File: src/sv/tltp_pkg.sv
// ----------------------------------------------------------------------------
// tltp_pkg
// Types, constants and interval tables shared by the throttle policy modules.
// ----------------------------------------------------------------------------
package tltp_pkg;

  localparam int unsigned TIME_BITS = 48;

  localparam logic [7:0]  MAX_ESCALATIONS      = 8'd3;
  localparam logic [31:0] ESCALATION_WINDOW_MS = 32'd60000;

  localparam int unsigned CFG_W     = 32;
  localparam int unsigned CFG_IDX_W = 3;

  // register indexes
  localparam logic [CFG_IDX_W-1:0] CFG_CRIT_ENTER    = 3'd0;
  localparam logic [CFG_IDX_W-1:0] CFG_CRIT_EXIT     = 3'd1;
  localparam logic [CFG_IDX_W-1:0] CFG_THERMAL_ENTER = 3'd2;
  localparam logic [CFG_IDX_W-1:0] CFG_THERMAL_EXIT  = 3'd3;
  localparam logic [CFG_IDX_W-1:0] CFG_LOAD_ENTER    = 3'd4;
  localparam logic [CFG_IDX_W-1:0] CFG_LOAD_EXIT     = 3'd5;
  localparam logic [CFG_IDX_W-1:0] CFG_MIN_HOLD      = 3'd6;
  localparam logic [CFG_IDX_W-1:0] CFG_COOLDOWN      = 3'd7;

  // mode codes
  localparam logic [2:0] MODE_NORMAL   = 3'd0;
  localparam logic [2:0] MODE_PRESSURE = 3'd1;
  localparam logic [2:0] MODE_THERMAL  = 3'd2;
  localparam logic [2:0] MODE_CRITICAL = 3'd3;
  localparam logic [2:0] MODE_RECOVERY = 3'd4;

  localparam logic [1:0] LAST_STAGE      = 2'd2;
  localparam logic [3:0] PAUSED_INTERVAL = 4'd15;
  localparam logic [7:0] ESC_COUNT_MAX   = 8'hFF;

  typedef logic [TIME_BITS-1:0] time_t;
  // packed interval table: {low[3:0], mid[1:0], high}
  typedef logic [6:0] tab_t;

  typedef struct packed {
    logic signed [7:0] temperature;
    logic signed [7:0] cpu_load;
    time_t             timestamp;
  } in_t;

  typedef struct packed {
    logic [2:0] mode;
    logic       high_tier_interval;
    logic [1:0] mid_tier_interval;
    logic [3:0] low_tier_interval;
    logic       changed;
  } out_t;

  typedef struct packed {
    logic [6:0]  crit_enter;
    logic [6:0]  crit_exit;
    logic [6:0]  thermal_enter;
    logic [6:0]  thermal_exit;
    logic [6:0]  load_enter;
    logic [6:0]  load_exit;
    logic [31:0] min_hold;
    logic [31:0] cooldown;
  } cfg_t;

  // policy state visible to the top level
  typedef struct packed {
    logic [2:0] mode;
    logic [1:0] stage;
    logic [7:0] esc_count;
  } pol_stat_t;

  function automatic tab_t pack_tab(logic hi, logic [1:0] mid, logic [3:0] lo);
    return {lo, mid, hi};
  endfunction

  function automatic tab_t table_of(logic [2:0] mode, logic [1:0] stage);
    tab_t t;
    case (mode)
      MODE_NORMAL:   t = pack_tab(1'b0, 2'd0, 4'd0);
      MODE_PRESSURE: t = pack_tab(1'b0, 2'd1, 4'd2);
      MODE_THERMAL:  t = pack_tab(1'b0, 2'd2, 4'd3);
      MODE_CRITICAL: t = pack_tab(1'b1, 2'd3, PAUSED_INTERVAL);
      MODE_RECOVERY: begin
        case (stage)
          2'd0:    t = pack_tab(1'b0, 2'd1, 4'd2);
          2'd1:    t = pack_tab(1'b0, 2'd0, 4'd1);
          default: t = pack_tab(1'b0, 2'd0, 4'd0);
        endcase
      end
      default:       t = '0;
    endcase
    return t;
  endfunction

endpackage

File: src/sv/tltp_cfg_regs.sv
// ----------------------------------------------------------------------------
// tltp_cfg_regs
// Threshold and timing registers, written through a plain write port.
// ----------------------------------------------------------------------------
module tltp_cfg_regs (
  input  logic                          clk_i,
  input  logic                          rst_ni,
  input  logic                          cfg_we_i,
  input  logic [tltp_pkg::CFG_IDX_W-1:0] cfg_idx_i,
  input  logic [tltp_pkg::CFG_W-1:0]     cfg_wdata_i,
  output tltp_pkg::cfg_t                cfg_o
);
  import tltp_pkg::*;

  cfg_t cfg_q, cfg_d;

  always_comb begin
    cfg_d = cfg_q;
    if (cfg_we_i) begin
      case (cfg_idx_i)
        CFG_CRIT_ENTER:    cfg_d.crit_enter    = cfg_wdata_i[6:0];
        CFG_CRIT_EXIT:     cfg_d.crit_exit     = cfg_wdata_i[6:0];
        CFG_THERMAL_ENTER: cfg_d.thermal_enter = cfg_wdata_i[6:0];
        CFG_THERMAL_EXIT:  cfg_d.thermal_exit  = cfg_wdata_i[6:0];
        CFG_LOAD_ENTER:    cfg_d.load_enter    = cfg_wdata_i[6:0];
        CFG_LOAD_EXIT:     cfg_d.load_exit     = cfg_wdata_i[6:0];
        CFG_MIN_HOLD:      cfg_d.min_hold      = cfg_wdata_i;
        CFG_COOLDOWN:      cfg_d.cooldown      = cfg_wdata_i;
        default:           cfg_d = cfg_q;
      endcase
    end
  end

  always_ff @(posedge clk_i or negedge rst_ni) begin
    if (!rst_ni) begin
      cfg_q.crit_enter    <= 7'd95;
      cfg_q.crit_exit     <= 7'd85;
      cfg_q.thermal_enter <= 7'd80;
      cfg_q.thermal_exit  <= 7'd70;
      cfg_q.load_enter    <= 7'd90;
      cfg_q.load_exit     <= 7'd70;
      cfg_q.min_hold      <= 32'd2000;
      cfg_q.cooldown      <= 32'd5000;
    end else begin
      cfg_q <= cfg_d;
    end
  end

  assign cfg_o = cfg_q;

endmodule

File: src/sv/tltp_policy.sv
// ----------------------------------------------------------------------------
// tltp_policy
// Mode state machine, escalation budget and recovery stages. Computes the
// result for the registered sample and commits the new state on fire_i.
// ----------------------------------------------------------------------------
module tltp_policy (
  input  logic                 clk_i,
  input  logic                 rst_ni,
  input  tltp_pkg::cfg_t       cfg_i,
  input  tltp_pkg::in_t        item_i,
  input  logic                 fire_i,
  output tltp_pkg::out_t       res_o,
  output tltp_pkg::pol_stat_t  stat_o
);
  import tltp_pkg::*;

  logic [2:0] mode_q, mode_d;
  time_t      since_q, since_d;
  time_t      cd_until_q, cd_until_d;
  time_t      win_start_q, win_start_d;
  logic [7:0] esc_q, esc_d;
  logic [1:0] stage_q, stage_d;
  tab_t       last_tab_q, tab;

  time_t      now;
  logic       temp_ok, load_ok;
  logic       hot_crit, hot, cooled, cooled_crit, load_high, cpu_low;
  time_t      elapsed, win_diff;
  logic       held, cool_ok, roll, budget;
  logic [7:0] esc_eff;
  logic [TIME_BITS:0] cd_sum;
  time_t      cd_end;
  logic       go, stage_step;
  logic [2:0] go_mode;

  assign now     = item_i.timestamp;
  // negative reading = missing
  assign temp_ok = !item_i.temperature[7];
  assign load_ok = !item_i.cpu_load[7];

  assign hot_crit    = temp_ok && (item_i.temperature[6:0] >= cfg_i.crit_enter);
  assign hot         = temp_ok && (item_i.temperature[6:0] >= cfg_i.thermal_enter);
  assign cooled      = !temp_ok || (item_i.temperature[6:0] <= cfg_i.thermal_exit);
  assign cooled_crit = !temp_ok || (item_i.temperature[6:0] <= cfg_i.crit_exit);
  assign load_high   = load_ok && (item_i.cpu_load[6:0] >= cfg_i.load_enter);
  assign cpu_low     = !load_ok || (item_i.cpu_load[6:0] <= cfg_i.load_exit);

  assign elapsed = now - since_q;
  assign held    = elapsed >= TIME_BITS'(cfg_i.min_hold);
  assign cool_ok = now >= cd_until_q;

  // window roll: exact compare, no wrap
  assign win_diff = now - win_start_q;
  assign roll     = (now >= win_start_q) && (win_diff >= TIME_BITS'(ESCALATION_WINDOW_MS));
  assign esc_eff  = roll ? 8'd0 : esc_q;
  assign budget   = esc_eff < MAX_ESCALATIONS;

  // saturating cooldown end
  assign cd_sum = {1'b0, now} + (TIME_BITS + 1)'(cfg_i.cooldown);
  assign cd_end = cd_sum[TIME_BITS] ? '1 : cd_sum[TIME_BITS-1:0];

  always_comb begin
    go         = 1'b0;
    go_mode    = MODE_NORMAL;
    stage_step = 1'b0;
    case (mode_q)
      MODE_NORMAL: begin
        if (hot_crit) begin
          go = 1'b1; go_mode = MODE_CRITICAL;
        end else if (cool_ok) begin
          if (hot && held && budget) begin
            go = 1'b1; go_mode = MODE_THERMAL;
          end else if (load_high && held && budget) begin
            go = 1'b1; go_mode = MODE_PRESSURE;
          end
        end
      end
      MODE_PRESSURE: begin
        if (hot_crit) begin
          go = 1'b1; go_mode = MODE_CRITICAL;
        end else if (hot && held && budget) begin
          go = 1'b1; go_mode = MODE_THERMAL;
        end else if (cpu_low && held) begin
          go = 1'b1; go_mode = MODE_RECOVERY;
        end
      end
      MODE_THERMAL: begin
        if (hot_crit) begin
          go = 1'b1; go_mode = MODE_CRITICAL;
        end else if (cooled && held) begin
          go = 1'b1; go_mode = MODE_RECOVERY;
        end
      end
      MODE_CRITICAL: begin
        if (cooled_crit && held) begin
          go = 1'b1; go_mode = MODE_RECOVERY;
        end
      end
      MODE_RECOVERY: begin
        if (hot_crit) begin
          go = 1'b1; go_mode = MODE_CRITICAL;
        end else if (hot && held && budget) begin
          go = 1'b1; go_mode = MODE_THERMAL;
        end else if (load_high && held && budget) begin
          go = 1'b1; go_mode = MODE_PRESSURE;
        end else if (held && cooled && cpu_low) begin
          if (stage_q < LAST_STAGE) begin
            stage_step = 1'b1;
          end else begin
            go = 1'b1; go_mode = MODE_NORMAL;
          end
        end
      end
      default: begin
        go = 1'b0;
      end
    endcase
  end

  always_comb begin
    mode_d      = mode_q;
    since_d     = since_q;
    stage_d     = stage_q;
    cd_until_d  = cd_until_q;
    esc_d       = esc_eff;
    win_start_d = roll ? now : win_start_q;
    if (go) begin
      mode_d  = go_mode;
      since_d = now;
      stage_d = 2'd0;
      if ((go_mode == MODE_PRESSURE || go_mode == MODE_THERMAL ||
           go_mode == MODE_CRITICAL) && esc_eff != ESC_COUNT_MAX) begin
        esc_d = esc_eff + 8'd1;
      end
      if (go_mode == MODE_NORMAL) begin
        cd_until_d = cd_end;
      end
    end else if (stage_step) begin
      stage_d = stage_q + 2'd1;
      since_d = now;
    end
  end

  assign tab = table_of(mode_d, stage_d);

  always_comb begin
    res_o.mode               = mode_d;
    res_o.high_tier_interval = tab[0];
    res_o.mid_tier_interval  = tab[2:1];
    res_o.low_tier_interval  = tab[6:3];
    res_o.changed            = (mode_d != mode_q) || (tab != last_tab_q);
  end

  always_ff @(posedge clk_i or negedge rst_ni) begin
    if (!rst_ni) begin
      mode_q      <= MODE_NORMAL;
      since_q     <= '0;
      cd_until_q  <= '0;
      win_start_q <= '0;
      esc_q       <= '0;
      stage_q     <= '0;
      last_tab_q  <= '0;
    end else if (fire_i) begin
      mode_q      <= mode_d;
      since_q     <= since_d;
      cd_until_q  <= cd_until_d;
      win_start_q <= win_start_d;
      esc_q       <= esc_d;
      stage_q     <= stage_d;
      last_tab_q  <= tab;
    end
  end

  assign stat_o.mode      = mode_q;
  assign stat_o.stage     = stage_q;
  assign stat_o.esc_count = esc_q;

endmodule

File: src/sv/thermal_load_throttle_policy_top.sv
// ----------------------------------------------------------------------------
// thermal_load_throttle_policy_top
// Thermal / CPU load throttle policy: one mode and tier interval word per
// system sample.
// ----------------------------------------------------------------------------
// Usage:
//   Input channel (in_valid_i / in_stall_o / in_data_i) carries one sample
//   word: temperature, CPU load, millisecond timestamp. Output channel
//   (out_valid_o / out_stall_i / out_data_o) carries one result word per
//   sample: mode, three tier skip intervals and a changed flag.
//   A sample lands in the input register; the policy decision is a single
//   combinational pass from that register into the output register. One
//   sample per cycle is sustained while the receiver takes every result; the
//   pass sits between the input and output registers and is the only path
//   that sets the rate.
//   When the receiver stalls, the result word holds and the input register
//   keeps one more sample; only then is in_stall_o raised.
//   Reset empties both registers, loads the default thresholds and puts the
//   policy in normal mode with a cleared budget and window.
//   Registers are written through cfg_we_i / cfg_idx_i / cfg_wdata_i; the user
//   must write them only while no sample is in flight. The block has no check for it.
// ----------------------------------------------------------------------------
module thermal_load_throttle_policy_top (
  input  logic                           clk_i,
  input  logic                           rst_ni,
  input  logic                           cfg_we_i,
  input  logic [tltp_pkg::CFG_IDX_W-1:0] cfg_idx_i,
  input  logic [tltp_pkg::CFG_W-1:0]     cfg_wdata_i,
  input  logic                           in_valid_i,
  output logic                           in_stall_o,
  input  tltp_pkg::in_t                  in_data_i,
  output logic                           out_valid_o,
  input  logic                           out_stall_i,
  output tltp_pkg::out_t                 out_data_o
);
  import tltp_pkg::*;

  cfg_t      cfg;
  in_t       s1_q;
  logic      s1_vld_q, s1_vld_d;
  out_t      out_q, res;
  logic      out_vld_q, out_vld_d;
  logic      adv, fire, in_take;
  pol_stat_t stat;

  assign adv        = !out_vld_q || !out_stall_i;
  assign fire       = s1_vld_q && adv;
  assign in_stall_o = s1_vld_q && !adv;
  assign in_take    = in_valid_i && !in_stall_o;

  assign s1_vld_d  = in_take || (s1_vld_q && !fire);
  assign out_vld_d = fire || (out_vld_q && out_stall_i);

  tltp_cfg_regs u_cfg (
    .clk_i      (clk_i),
    .rst_ni     (rst_ni),
    .cfg_we_i   (cfg_we_i),
    .cfg_idx_i  (cfg_idx_i),
    .cfg_wdata_i(cfg_wdata_i),
    .cfg_o      (cfg)
  );

  tltp_policy u_policy (
    .clk_i  (clk_i),
    .rst_ni (rst_ni),
    .cfg_i  (cfg),
    .item_i (s1_q),
    .fire_i (fire),
    .res_o  (res),
    .stat_o (stat)
  );

  always_ff @(posedge clk_i or negedge rst_ni) begin
    if (!rst_ni) begin
      s1_vld_q  <= 1'b0;
      out_vld_q <= 1'b0;
    end else begin
      s1_vld_q  <= s1_vld_d;
      out_vld_q <= out_vld_d;
    end
  end

  always_ff @(posedge clk_i) begin
    if (in_take) begin
      s1_q <= in_data_i;
    end
    if (fire) begin
      out_q <= res;
    end
  end

  assign out_valid_o = out_vld_q;
  assign out_data_o  = out_q;

  // a mode move is always flagged as a change
  a_mode_move_flagged: assert property (@(posedge clk_i) disable iff (!rst_ni)
    (fire && res.mode != stat.mode) |=> out_data_o.changed)
    else $error("mode move without changed flag");

  // budget counter grows by at most one per sample
  a_esc_step: assert property (@(posedge clk_i) disable iff (!rst_ni)
    fire |=> ({1'b0, stat.esc_count} <= {1'b0, $past(stat.esc_count)} + 9'd1))
    else $error("escalation count jumped");

  // critical always pauses the low tier
  a_crit_paused: assert property (@(posedge clk_i) disable iff (!rst_ni)
    (out_valid_o && out_data_o.mode == MODE_CRITICAL) |->
      (out_data_o.low_tier_interval == PAUSED_INTERVAL && out_data_o.high_tier_interval))
    else $error("critical without paused table");

  // recovery stage stays in range and is zero outside recovery
  a_stage_range: assert property (@(posedge clk_i) disable iff (!rst_ni)
    (stat.stage <= LAST_STAGE) && (stat.mode == MODE_RECOVERY || stat.stage == 2'd0))
    else $error("recovery stage out of range");

endmodule

File: config.mk
export PLATFORM = sky130hd
export DESIGN_NAME = thermal_load_throttle_policy_top
export DESIGN_NICKNAME = d
export VERILOG_FILES = /design/src/sv/tltp_pkg.sv /design/src/sv/tltp_cfg_regs.sv /design/src/sv/tltp_policy.sv /design/src/sv/thermal_load_throttle_policy_top.sv
export SDC_FILE = /design/constraint.sdc
export NUM_CORES = 1
export LEC_CHECK = 0
export ABC_AREA = 1
export BUFFER_PORTS_ARGS = -buffer_cell sky130_fd_sc_hd__buf_2
export CORE_ASPECT_RATIO = 0.75
export CORE_MARGIN = 5
export CORE_UTILIZATION = 60
export CTS_CLUSTER_SIZE = 8
export DETAILED_ROUTE_END_ITERATION = 10
export PLACE_DENSITY_LB_ADDON = 0.08
export SLEW_MARGIN = 20
export SYNTH_ARGS = -nofsm -noshare
export SYNTH_HDL_FRONTEND = slang
export SYNTH_SLANG_ARGS = --single-unit
File: constraint.sdc
create_clock -name clk_i -period 13.9 [get_ports clk_i]
set_input_delay 1.39 -clock clk_i [delete_from_list [all_inputs] [get_ports clk_i]]
set_output_delay 1.39 -clock clk_i [all_outputs]
set_load 0.005 [all_outputs]
==> results of run 1 <==
-- state kept, by name (all words and copies together) (netlist names) --
| name | flops |
|---|---|
| u_policy.mode_q | 3 |
| u_policy.cd_until_q | 48 |
| u_policy.esc_q | 8 |
| out_valid_o | 1 |
| s1_q | 64 |
| u_policy.win_start_q | 48 |
| u_cfg.cfg_o | 106 |
| u_policy.since_q | 48 |
| u_policy.stage_q | 2 |
| u_policy.last_tab_q | 5 |
| s1_vld_q | 1 |
| out_data_o | 9 |
-- through the flow --
step                      instances  setup WS, ns    util
after floorplan                3542         9.337       -
after global placement         4184         7.782  0.6322
after detailed placement       4184         7.612  0.6322
after CTS                      4267         7.545  0.6660
after global routing           4267         6.868  0.6660
final                          4267         7.322  0.6660
-- cells by family after synthesis --
group                      share of synthesized area
adders and majority gates                     0.1248
DFF                                           0.3540
xor gates and xnor gates                     0.02690
AOI/OAI and AO/OA                             0.1433
and+or+nand+nor                               0.2489
buffers and inverters                         0.1021
-- where the power goes --
group,internal [uW],switching [uW]
sequential,1290,132
combinational,796,1480
clock,677,454
total,2760,2070
-- layer usage --
layer	vias up	global-route usage
met1	11272	0.5234
met4	2	0.09962
met2	1231	0.4707
met5	-	0
met3	173	0.09461
li1	11728	-
-- tightest hold or removal path, cell delays in order (launching register included) --
cell	delay [ns]
dfrtp_1	0.33
nand2_1	0.05
o21ai_0	0.06
-- final cells by class --
type	instances	area (sq um)
Multi-Input combinational cell	2526	13830
Tap cell	569	711.9
Inverter	621	2331
Fill cell	3661	14020
Sequential cell	343	8990
Timing Repair Buffer	125	670.6
Clock inverter	2	21.27
Clock buffer	81	1399
-- path summary, 6_finish.rpt --
kind                                      start                endpoint  slack, ns  cells after the start
min                        u_policy.since_q[32]    u_policy.since_q[32]       0.49                      2
max reg2reg                             s1_q[0]  u_policy.cd_until_q[2]       7.32                     32
max in group asynchronous                rst_ni    u_policy.since_q[43]      11.59                      2
min in group asynchronous                rst_ni        u_cfg.cfg_o[104]       0.90                      1
max                                     s1_q[0]  u_policy.cd_until_q[2]       7.32                     32
min reg2reg                u_policy.since_q[32]    u_policy.since_q[32]       0.49                      2
-- placed cells by master (no fill, tap or decap), drive strengths merged, types with 3 or more instances in the layout --
cell type and instances:
a21oi 280, nor4 5, dfstp 33, nor3 38
buf 125, xor2 43, nand3 147, a21boi 6
clkinv 6, o21bai 20, ha 250, xnor2 35
o21a 10, inv 617, o21ai 273, nand2 955
edfxtp 73, o221ai 5, nand4 51, dfrtp 237
a32oi 10, o211ai 7, a21o 3, a22oi 26
a31oi 3, clkbuf 81, nand3b 8, nor2 328
==> results.md, run 1 <==
- WS Path Type: reg2reg
- CTS tree: done
- Minimum clock period: 6.578 ns
- Clock Pin Slew Worst Setup and Hold Paths: 0.05 ns
- Die ar.: 46580 sq um
- DRC viols: 0
- Final #Nets: 4022
- FF+latch count, synth: 343
- CP Max Fanout: 40
- Num rows: 65
- Number of synthesized flops with an enable pin: 73
- Die width: 247.6 um
- Status: finished clean
- Distinct cells, synth: 62
- Final GP Congestion: 1.113
- Ys flop type: dfrtp_1
- Top Metal Used: met5
- CTS Buf Count: 49
- Wl on met1: 36840 um
- Data required, critical path: 14.28 ns
- Resized cells post-CTS: 0
- Wire length on met3: 9519 um
- Root buf cell: clkbuf_16
- H-tree levels: 2
- Share of layout cells above drive strength 1: 0.07409
- Max incr delay on CP: 0.85 ns
- Data arrival, critical path: 6.96 ns
- Relative slew slack: 0.2842
- Total negative slack: 0 ns
- Post-DP Area: 26530 sq um
- Final hold slack: 0.4857 ns
- Crit end category: flip-flop
- Die Ht: 188.2 um
- Synth Warn #: 0
- Max_cap viols: 0
- Initial Utilization: 0.6051
- Fmax: 152.0 MHz
- Core area: 41970 sq um
- Ant diodes: 0
- Initial DRC count: 2919
- Tightest Pin Transition: 1.074 ns
- Slew Viols, Final: 0
- Hold Buf Count CTS: 0
- Fin area: 27950 sq um
- Io pins: 117
- CP Launch Type: flip-flop
- Clock sink count: 343
- Mapped cell area: 25390 sq um
- Syn nets: 3898
- Critical path's slowest cell: a21oi_4
- Later-pin clock latency in the skew report: 0.58 ns
- Synth-to-layout area growth: 10.07%
- Clock skew: 0.01692 ns
- Syn Inst Count: 3542
- Via count: 24406
- Worst min path class: reg2reg
- Syn Area/Cell: 7.169 sq um
- Synth area leaders: dfrtp_1 23%, nand2_1 14%, ha_1 12%
- Fin. Hold Viols: 0
- GRT Resource Usage Total: 0.3420
- Number of global-route vias before repair: 23047
- Antenna Nets Post-Route: 0
- Period utilisation layout: 0.4732
- Drt total wl: 80380 um
- Met2 wire len: 31660 um
- Final setup vio count: 0
- HPWL after detailed placement: 63640 um
- Wire per inst: 18.84 um
- Delay-heaviest family, CP: compound AO/OA/AOI/OAI gates
- Buf+Inv Stages, Crit Path: 3
- Maximum vdd drop: 222.1 uV
- RSZ-0062 raised after global routing: false
- Register area share after synthesis: 0.3540
- Initial antenna violation count: 1
- Cell Pwr Density: 172.8 nW/um^2
- Dominant cell type by area after synthesis: dfrtp_1
- Asr flop ratio synth: 0.7872
- GRT overflow: 0
- Share of the synthesized area in the top cell type: 0.2336
- Longest Clk Path Bufs: 3
- DRT Pass-1 Iters: 6
- Post-CTS Setup Bufs: 0
- # port buffers: 116
- Most frequent cell after synthesis: nand2_1
- Synth cell count leaders: 938 x nand2_1, 610 x inv_1, 314 x nor2_1
- Largest net degree at the start of global routing: 151
- Tot Pwr: 4830 uW
- Pleak: 0.01446 uW
- First-pass GRT wire length: 126000 um
- Most used cell along the critical path: nand2_1
- Via density: 5.720
Power figures use the tool's default switching activity.
==> inputs of run 2 (changes only) <==
==> constraint.sdc (replaced) <==
create_clock -name clk_i -period 6.1 [get_ports clk_i]
set_input_delay 0.61 -clock clk_i [delete_from_list [all_inputs] [get_ports clk_i]]
set_output_delay 0.61 -clock clk_i [all_outputs]
set_load 0.005 [all_outputs]
==> results.md, run 2 (synthesized netlist as in run 1, its figures left out) <==
- Fin. Hold Viols: 0 (unchanged)
- Most used cell along the critical path: nand2_1
- Final hold slack: 0.01116 ns (-0.4745 ns)
- Maximum vdd drop: 416.7 uV (+88%)
- Sw Ratio: 0.4320 (+0.004201)
- Slew Viols, Final: 0 (unchanged)
- Relative slew slack: 0.1949 (-0.08922)
- WS Path Type: reg2reg
- Met1 Use GR: 0.5134 (-0.01000)
- DRC viols: 0 (unchanged)
- Ant diodes: 0 (unchanged)
- Drt total wl: 82140 um (+2.2%)
- Pleak: 0.01459 uW (+0.89%)
- Via count: 24581 (+0.72%)
- Final #Nets: 4047 (+0.62%)
- Period utilisation layout: 0.9516 (+0.4784)
- DRT Pass-1 Iters: 6 (unchanged)
- Dpl ws: 0.2453 ns (-7.367 ns)
- Max incr delay on CP: 0.45 ns (-0.40 ns)
- First-pass GRT wire length: 127000 um (+0.82%)
- Clock skew: 0.02842 ns (+0.01150 ns)
- HPWL after detailed placement: 65060 um (+2.2%)
- Int Power: 6292 uW (+130%)
- Most common cell after layout, fill and taps aside: nand2_1
- Wire per inst: 19.12 um (+1.5%)
- Core area: 41970 sq um (unchanged)
- Multi-input logic area: 13850 sq um (+0.14%)
- Initial DRC count: 2764 (-5.3%)
- RSZ-0062 raised after global routing: false
- Fmax: 172.3 MHz (+13%)
- Tot Pwr: 11080 uW (+130%)
- Share of layout cells above drive strength 1: 0.08105 (+0.006958)
- GRT Resource Usage Total: 0.3458 (+0.003760)
- Critical path's slowest cell: fa_2
- Seq pwr share: 0.291 (-0.003)
- Later-pin clock latency in the skew report: 0.60 ns (+0.02 ns)
- Reg area: 8990 sq um (unchanged)
- Crit path to: u_policy.cd_until_q[2]
- Worst R2R Start: s1_q[0]
- CTS tree: done
- Util after Layout: 0.6710 (+0.005009)
- Comb pwr share: 0.478 (+0.007)
- # port buffers: 116 (unchanged)
- NetSw: 4786 uW (+130%)
- CP Launch Type: flip-flop
- Largest register FFs: 106 (unchanged)
- Cell Pwr Density: 393.4 nW/um^2 (+130%)
- Clock sink count: 343 (unchanged)
- Reg2Reg Depth: 29 (-9.4%)
- Status: finished clean
- Most used routing layer: met1
- Io pins: 117 (unchanged)
- Met3 usage: 0.1012 (+0.006555)
- Final worst slack: 0.2950 ns (-7.027 ns)
- Crit end category: flip-flop
- Data arrival, critical path: 6.24 ns (-0.72 ns)
- CP Max Fanout: 32 (-20%)
- R2r setup slk: 0.30 ns (-7.03 ns)
- Worst min path class: in2async
- Max_cap viols: 0 (unchanged)
- Number of global-route vias before repair: 23111 (+0.28%)
- FILL cells: 3670 (+0.25%)
- GR Util met2: 0.4967 (+0.02598)
- Reg2reg end: u_policy.cd_until_q[2]
- GRT overflow: 0 (unchanged)
- Antenna Nets Post-Route: 0 (unchanged)
- Tightest Pin Transition: 1.192 ns (+0.1187 ns)
- Hold Buf Count CTS: 0 (unchanged)
- Root buf cell: clkbuf_16
- Clock share of power: 0.231 (-0.003)
- Initial antenna violation count: 0 (-1)
- Final GP Congestion: 1.069 (-4.0%)
- Via density: 5.723 (about the same)
- Clock Pin Slew Worst Setup and Hold Paths: 0.05 ns (about the same)
- Num rows: 65 (unchanged)
- Minimum clock period: 5.805 ns (-0.7731 ns)
- Die ar.: 46580 sq um (unchanged)
- Most frequent cells in the layout: 936 x nand2_1, 608 x inv_1, 313 x nor2_1, 272 x a21oi_1, 250 x ha_1
- Largest net degree at the start of global routing: 121 (-20%)
- H-tree levels: 2 (unchanged)
- Die Ht: 188.2 um (unchanged)
- Critical path origin: s1_q[0]
- Initial Utilization: 0.6051 (unchanged)
- CTS Buf Count: 49 (unchanged)
- Die width: 247.6 um (unchanged)
- Longest Clk Path Bufs: 3 (unchanged)
- Synth-to-layout area growth: 10.89%
- Data required, critical path: 6.54 ns (-7.74 ns)
- Total negative slack: 0 ns (unchanged)
- Final setup vio count: 0 (unchanged)
==> run 2: changes by cell type in the layout (fill, tap and decap cells not counted), moves of 2 or more <==
cell        change
nand2_4         +3
buf_4          +22
buf_12          +2
inv_6           +2
nand2_2         -2
clkinvlp_4      +2
clkbuf_1        +3
clkbuf_16       -2
==> run 2: through the flow <==
| step | cell area (sq um) | instances |
|---|---|---|
| after floorplan | 25390 | 3542 |
| after global placement | 26720 | 4206 |
| after detailed placement | 26720 | 4206 |
| after CTS | 28110 | 4292 |
| after global routing | 28160 | 4295 |
| final | 28160 | 4295 |
==> run 2: critical path: cells and delay by family, from the launching register on <==
kind | cells | cell delay, ns
AND/OR/NAND/NOR | 15 | 2.33
AO/OA/AOI/OAI | 6 | 1.27
adder cells (fa/ha/maj) | 3 | 0.90
buffers and inverters | 4 | 0.62
flip-flops | 1 | 0.39
XOR/XNOR | 1 | 0.10
==> run 2: power by group through the flow <==
stage | Sequential (uW) | Combinational (uW) | Clock, uW
2_1_floorplan | 3160 | 3750 | 0
3_3_place_gp | 3230 | 4910 | 0
3_5_place_dp | 3250 | 5090 | 0
4_1_cts | 3220 | 5150 | 2590
5_1_grt | 3270 | 5910 | 2700
6_report | 3230 | 5290 | 2560
==> run 2: worst min path at each step <==
stage | start | end | slack, ns | cells after the start
global placement | s1_vld_q | out_valid_o | 0.46 | 2
finish | rst_ni | u_cfg.cfg_o[104] | 0.01 | 1
CTS | rst_ni | u_cfg.cfg_o[104] | 0.03 | 1
global route | rst_ni | u_cfg.cfg_o[104] | 0.06 | 1
detailed placement | u_cfg.cfg_o[82] | u_cfg.cfg_o[82] | 0.47 | 2
floorplan | rst_ni | out_valid_o | 0.31 | 0
==> run 2: cell type report <==
class / count / area share
well taps: 569 / 0.02528
repair buffers: 149 / 0.03110
flip-flops and latches: 343 / 0.3192
inverters: 621 / 0.08291
repair inverters: 1 / 0.0002666
clock inverters: 5 / 0.001688
clock buffers: 81 / 0.04781
multi-input cells: 2526 / 0.4917
==> run 2: what timing repair did <==
item / CTS / global route
endpoints found under the setup margin: 0 / 75
setup buffers: 0 / 2
gates resized for setup: 0 / 6
==> run 2: layer usage <==
metal	vias to the layer above	wire length, um	part of all wire
met5	-	0	0
met4	0	2119	0.026
met3	137	9773	0.12
met2	1198	33470	0.41
met1	11470	36770	0.45
li1	11776	-	-
